### config.mk
export PLATFORM = sky130hd
export DESIGN_NAME = spc_axis_div
export DESIGN_NICKNAME = d
export VERILOG_FILES = /design/src/design/assert_macros.svh /design/src/design/spc_pkg.sv /design/src/design/spc_axis_div.sv
export SDC_FILE = /design/constraint.sdc
export NUM_CORES = 2
export LEC_CHECK = 0
export BUFFER_PORTS_ARGS = -buffer_cell sky130_fd_sc_hd__buf_2
export CAP_MARGIN = 30
export CORE_MARGIN = 5
export CORE_UTILIZATION = 40
export CTS_BUF_LIST = sky130_fd_sc_hd__clkbuf_4
export DETAILED_ROUTE_END_ITERATION = 8
export PLACE_DENSITY_LB_ADDON = 0.3
export SLEW_MARGIN = 10
export SYNTH_ARGS = -nofsm -noshare
export SYNTH_HDL_FRONTEND = slang
export SYNTH_SLANG_ARGS = --single-unit
### constraint.sdc
create_clock -name i_clk -period 5.28 [get_ports i_clk]
set_input_delay 0.264 -clock i_clk [delete_from_list [all_inputs] [get_ports i_clk]]
set_output_delay 0.264 -clock i_clk [all_outputs]
set_load 0.03 [all_outputs]
### src/design/assert_macros.svh
// Assertion helpers used by the RTL
`ifndef ASSERT_MACROS_SVH
`define ASSERT_MACROS_SVH

// Check a property at every clock edge outside reset
`define CHK_ALWAYS(label, clk, rst_n, prop, msg) \
    label: assert property (@(posedge clk) disable iff (!rst_n) (prop)) else $error(msg);

// Check that a condition implies another on the next edge
`define CHK_NEXT(label, clk, rst_n, ante, cons, msg) \
    label: assert property (@(posedge clk) disable iff (!rst_n) (ante) |=> (cons)) \
        else $error(msg);

`endif

### src/design/spc_pkg.sv
package spc_pkg;

    localparam int MAG_W    = 32;
    localparam int SQ_W     = 64;
    localparam int SUM_W    = 66;
    localparam int ROOT_W   = 32;
    localparam int REM_W    = 35;
    localparam int AXIS_FRAC = 14;
    localparam int QUO_W    = 15;
    localparam int NUM_W    = 47;
    localparam int AXIS_W   = 16;
    localparam int MIN_DEPTH_W = 16;
    localparam logic [QUO_W-1:0] AXIS_ONE = 15'd16384;

    typedef struct packed {
        logic signed [31:0] center_a_x;
        logic signed [31:0] center_a_y;
        logic signed [31:0] center_a_z;
        logic signed [31:0] center_b_x;
        logic signed [31:0] center_b_y;
        logic signed [31:0] center_b_z;
        logic [30:0]        radius_a;
        logic [30:0]        radius_b;
        logic               static_a;
        logic               static_b;
        logic [31:0]        mask_a;
        logic [31:0]        mask_b;
    } t_in_item;

    typedef struct packed {
        logic               hit;
        logic               manifold_valid;
        logic signed [15:0] axis_x;
        logic signed [15:0] axis_y;
        logic signed [15:0] axis_z;
        logic [31:0]        depth;
    } t_out_item;

    typedef struct packed {
        logic             hit;
        logic [2:0]       neg;
        logic [MAG_W-1:0] mag_x;
        logic [MAG_W-1:0] mag_y;
        logic [MAG_W-1:0] mag_z;
        logic [31:0]      rsum;
    } t_geom_sb;

    typedef struct packed {
        logic            valid;
        t_geom_sb        sb;
        logic [SQ_W-1:0] dsq;
    } t_geom;

endpackage

### src/design/spc_axis_div.sv
module spc_axis_div (
    input  logic                       i_clk,
    input  logic                       i_en,
    input  logic [spc_pkg::NUM_W-1:0]  i_num,
    input  logic [spc_pkg::ROOT_W-1:0] i_den,
    output logic [spc_pkg::QUO_W-1:0]  o_quo
);
    import spc_pkg::*;

    logic [NUM_W-1:0]  r_rem [QUO_W+1];
    logic [ROOT_W-1:0] r_den [QUO_W+1];
    logic [QUO_W-1:0]  r_quo [QUO_W+1];

    assign r_rem[0] = i_num;
    assign r_den[0] = i_den;
    assign r_quo[0] = '0;

    for (genvar k = 0; k < QUO_W; k++) begin : g_step
        localparam int SH = QUO_W - 1 - k;
        logic [NUM_W-1:0] n_sub;
        logic             n_take;

        always_comb begin
            n_sub  = NUM_W'(r_den[k]) << SH;
            n_take = r_rem[k] >= n_sub;
        end

        always_ff @(posedge i_clk) begin
            if (i_en) begin
                r_rem[k+1] <= n_take ? r_rem[k] - n_sub : r_rem[k];
                r_den[k+1] <= r_den[k];
                r_quo[k+1] <= {r_quo[k][QUO_W-2:0], n_take};
            end
        end
    end

    assign o_quo = r_quo[QUO_W];

endmodule

==> implementation parameters <==
Parameter                              Value

Timing
  Final critical-path required period    4.67 ns
  Worst Tran Pin Value    1.05 ns
  Clock Skew    0.100 ns
  Post-route clock period utilization    0.884
  Peak clock frequency supported by timing    0.214 GHz
  Max-slew headroom at the worst pin    0.294
  Number of hold violations in the final report    0
  Pins over their slew limit    0
  Setup Total Neg Slack    0 ns
  Unrepaired setup endpoints after global routing    false
  Number of setup violations in the final report    0

Drt
  Mean number of vias per cell    5.23
  Starting DRT DRC Count    2552
  Via count of the routed design    50158
  Post-route DRC violation count    0
  Overall routed net length    162 mm
  Final ANT Viol Nets    0
  Number of iterations in the first detailed-routing pass    6
  Average wire per standard cell    16.9 um

Clock network
  Maximum count of clock buffers along a single path    4
  H-tree level count    5
  Root Driver    sky130_fd_sc_hd__clkbuf_4
  TritonCTS sink count    1226
  Clock tree from TritonCTS    done
  Clock insertion delay at the later pin of the skew report    1.29 ns
  Post-cts sizing count    0
  Clock transition at the registers of the reported paths    around 0.070 ns
  Number of clock buffers inserted by TritonCTS    344

Hold path
  Hold_sp    i_en
  WHS Endpoint    r_rem[215]$_DFFE_PP_
  Worst hold path type    input port to flip-flop
  Depth of the worst hold-timing path    2

Outcome
  Result of the run    complete, no violations

GRT
  Maximum number of pins on one net before global-route repair    148
  Initial antenna violation count    3
  Leftover overflow at the end of global routing    0
  Wire length of the first global-routing pass    260 mm
  Via count of the first global-routing pass    51412
  Combined global-route utilization of all metal layers    0.173

Worst setup path
  Reg-to-Reg End    r_rem[279]$_DFFE_PP_
  Most repeated library cell on the critical path    sky130_fd_sc_hd__dlygate4sd3_1
  Crit path capture type    flip-flop
  Worst Path Required    6.31 ns
  Largest stage delay on the critical path    ~0.58 ns
  Startpoint class of the critical path    input port
  Cell family contributing the most delay on the critical path    buffers and inverters
  CP cell instances    dlygate4sd3_1, buf_2, dlygate4sd3_1, ha_1, o21a_1, o31a_1, nor3_1, o21ai_0, a41o_1, o211a_1, a21oi_1, o311ai_4, buf_4, nor2_1, dlygate4sd3_1, a21oi_1, dlygate4sd3_1
  Number of buffer and inverter stages on the critical path    6
  Worst R2R Start    r_rem[318]$_DFFE_PP_
  Largest fanout on the critical path    45
  Setup Crit Path Kind    input port to flip-flop
  Cell count of the worst reg-to-reg path    14
  Worst-path cell with the longest stage delay    sky130_fd_sc_hd__dlygate4sd3_1
  Endpoint arrival time on the critical path    roughly 5.7 ns
  Register-to-register path setup slack    0.85 ns

Floorplanning
  I/O Pins    96
  Die footprint    0.185 mm2
  Die X    around 430 um
  Number of placement rows    154
  Core Region    0.176 mm2
  Height of the die    430 um
  Initial core utilization    0.401

Finish
  Area Overhead vs Synth    13.4%
  Final Cell Area    0.0799 mm2
  Final nets    7592
  Fraction of layout instances using a drive strength above 1    0.114

Power and ir drop
  Leakage power summed over all cells    32.3 nW
  PnR Total Power    41.2 mW
  Maximum ir drop on the vdd rail    284 uV
  Power per cell area    about 520 mW/mm2

Placement
  Estimated wirelength of the detail-placed design    between 100 and 150 mm
  RD Place Congestion    between 0.9 and 1
  IO buf count    95
  Dpl cell area    roughly 0.074 mm2

Logic synthesis
  Top flip-flop cell by instance count after synthesis    sky130_fd_sc_hd__edfxtp_1
  Combined area of all synthesized cells    0.0705 mm2
  FFs w/ async S/R, synth    0
  Syn_nets    7085
  Proportion of netlist area held by the largest area contributor    0.522
  Cells after Synth    6510
  Cell taking the most area after synthesis    sky130_fd_sc_hd__edfxtp_1
  Register area share after synthesis    0.522
  Warnings from Yosys    0
  Post-Synthesis Mean Instance Area    10.8 um2
  Number of library cell types mapped by synthesis    between 90 and 100
  Largest cells by area after synthesis    sky130_fd_sc_hd__edfxtp_1 52%, sky130_fd_sc_hd__ha_1 8.5%, sky130_fd_sc_hd__a21oi_1 4.6%
  Count of state elements after synthesis    1226
  Count of flip-flops with a built-in enable after synthesis    1226

Flow run
  Max-cap viol count    0
[cell usage in the layout, fill, tap and decap left out, types with 21 or more instances in the layout]
master	n
sky130_fd_sc_hd__a21oi_1	654
sky130_fd_sc_hd__a211oi_1	31
sky130_fd_sc_hd__and2_1	26
sky130_fd_sc_hd__xor2_1	209
sky130_fd_sc_hd__o21ai_0	359
sky130_fd_sc_hd__nand3_1	110
sky130_fd_sc_hd__a31oi_1	52
sky130_fd_sc_hd__or4_1	21
sky130_fd_sc_hd__dlygate4sd3_1	206
sky130_fd_sc_hd__or3_1	34
sky130_fd_sc_hd__nor2_1	512
sky130_fd_sc_hd__xnor2_1	269
sky130_fd_sc_hd__clkinv_1	67
sky130_fd_sc_hd__nand2b_1	62
sky130_fd_sc_hd__o211ai_1	34
sky130_fd_sc_hd__o21a_1	83
sky130_fd_sc_hd__o31ai_1	37
sky130_fd_sc_hd__inv_1	603
sky130_fd_sc_hd__buf_2	94
sky130_fd_sc_hd__nand2_1	390
sky130_fd_sc_hd__clkbuf_4	477
sky130_fd_sc_hd__a21o_1	253
sky130_fd_sc_hd__nor4_1	52
sky130_fd_sc_hd__edfxtp_1	1226
sky130_fd_sc_hd__nor3_1	98
sky130_fd_sc_hd__mux2_2	96
sky130_fd_sc_hd__o21bai_1	52
sky130_fd_sc_hd__ha_1	480
sky130_fd_sc_hd__and3_1	40
sky130_fd_sc_hd__buf_4	49
sky130_fd_sc_hd__nor2b_1	79
sky130_fd_sc_hd__nand4_1	107
[flip-flops by register name, indices dropped and copies added, names as in the netlist]
name	count
g_step.n_sub	448
o_quo	15
r_quo	105
r_rem	658
[metal layers]
metal / GRT usage / part of all wire / vias up / wire length (um)
li1: - / - / 25127 / -
met1: 0.170 / 0.37 / 23113 / 59500
met2: 0.322 / 0.52 / 1280 / 83800
met3: 0.0276 / 0.034 / 638 / 5470
met4: 0.136 / 0.084 / 0 / 13600
met5: 0 / 0 / - / 0
[metrics by stage]
stage | worst slack, ns | hold WS [ns] | std cells | utilization
floorplan | 1.59 | 0.363 | 6510 | -
finish | 0.610 | 0.159 | 9592 | 0.455
global route | 0.515 | 0.0650 | 9591 | 0.455
detailed placement | 0.880 | 0.405 | 8805 | 0.420
global placement | 0.906 | 0.402 | 8804 | 0.420
CTS | 0.818 | 0.0163 | 9585 | 0.455
[synthesized netlist by cell type, types with 52 or more instances]
cell and n:
sky130_fd_sc_hd__xnor2_1 269, sky130_fd_sc_hd__a21o_1 253, sky130_fd_sc_hd__nand4_1 107, sky130_fd_sc_hd__nand2_1 390
sky130_fd_sc_hd__nor3_1 100, sky130_fd_sc_hd__mux2_2 96, sky130_fd_sc_hd__o21ai_0 359, sky130_fd_sc_hd__inv_1 603
sky130_fd_sc_hd__nand3_1 110, sky130_fd_sc_hd__clkbuf_1 154, sky130_fd_sc_hd__a31oi_1 52, sky130_fd_sc_hd__xor2_1 209
sky130_fd_sc_hd__nand2b_1 62, sky130_fd_sc_hd__ha_1 480, sky130_fd_sc_hd__nor2_1 512, sky130_fd_sc_hd__o21bai_1 52
sky130_fd_sc_hd__a21oi_1 654, sky130_fd_sc_hd__nor4_1 55, sky130_fd_sc_hd__o21a_1 84, sky130_fd_sc_hd__edfxtp_1 1226
sky130_fd_sc_hd__nor2b_1 79
[worst max path at each step]
stage | from | to | slack [ns] | cells after the start
floorplan | r_rem[575]$_DFFE_PP_ | r_rem[529]$_DFFE_PP_ | 1.59 | 13
global placement | r_rem[671]$_DFFE_PP_ | r_rem[627]$_DFFE_PP_ | 0.91 | 13
detailed placement | r_rem[317]$_DFFE_PP_ | r_rem[279]$_DFFE_PP_ | 0.88 | 14
CTS | r_rem[479]$_DFFE_PP_ | r_rem[454]$_DFFE_PP_ | 0.82 | 13
global route | i_num[16] | r_rem[672]$_DFFE_PP_ | 0.52 | 17
finish | i_num[16] | r_rem[672]$_DFFE_PP_ | 0.61 | 17
[timing repair]
| action | CTS | global route |
|---|---|---|
| buffers inserted | 0 | 0 |
| endpoints found under the hold margin | 1306 | 0 |
| hold buffers | 206 | 0 |
[area by class of cell]
cell class	instances	area, um2
clock buffer	477	3580
sequential	1226	36800
fill	16247	95800
multi-input combinational	4477	30600
antenna	7	17.5
clock inverter	97	464
timing repair buffer	365	3210
inverter	603	2260
tap	2340	2930
[worst reg2reg max path, delay by kind of cell (launching register included)]
| kind | cells | cell delay (ns) |
|---|---|---|
| adder cells (fa/ha/maj) | 1 | 0.47 |
| flip-flops | 1 | 0.42 |
| AND/OR/NAND/NOR | 9 | 2.69 |
| XOR/XNOR | 1 | 0.15 |
| buffers and inverters | 3 | 0.43 |
[cells by family after synthesis]
kind of cell,after synthesis,synth area share
multiplexers,102,0.0162
XOR/XNOR,478,0.0594
flip-flops,1226,0.522
adder cells (fa/ha/maj),494,0.0892
AO/OA/AOI/OAI,1749,0.154
AND/OR/NAND/NOR,1654,0.115
buffers and inverters,807,0.0444
[power breakdown]
part           leakage [nW]  switching (mW)  internal [mW]
Clock                  2.45            3.81           4.29
Sequential             11.9            1.42           14.1
Combinational          17.9            9.99           7.68
Total                  32.3            15.2           26.0
No activity file was read; power rests on OpenSTA's default activity.
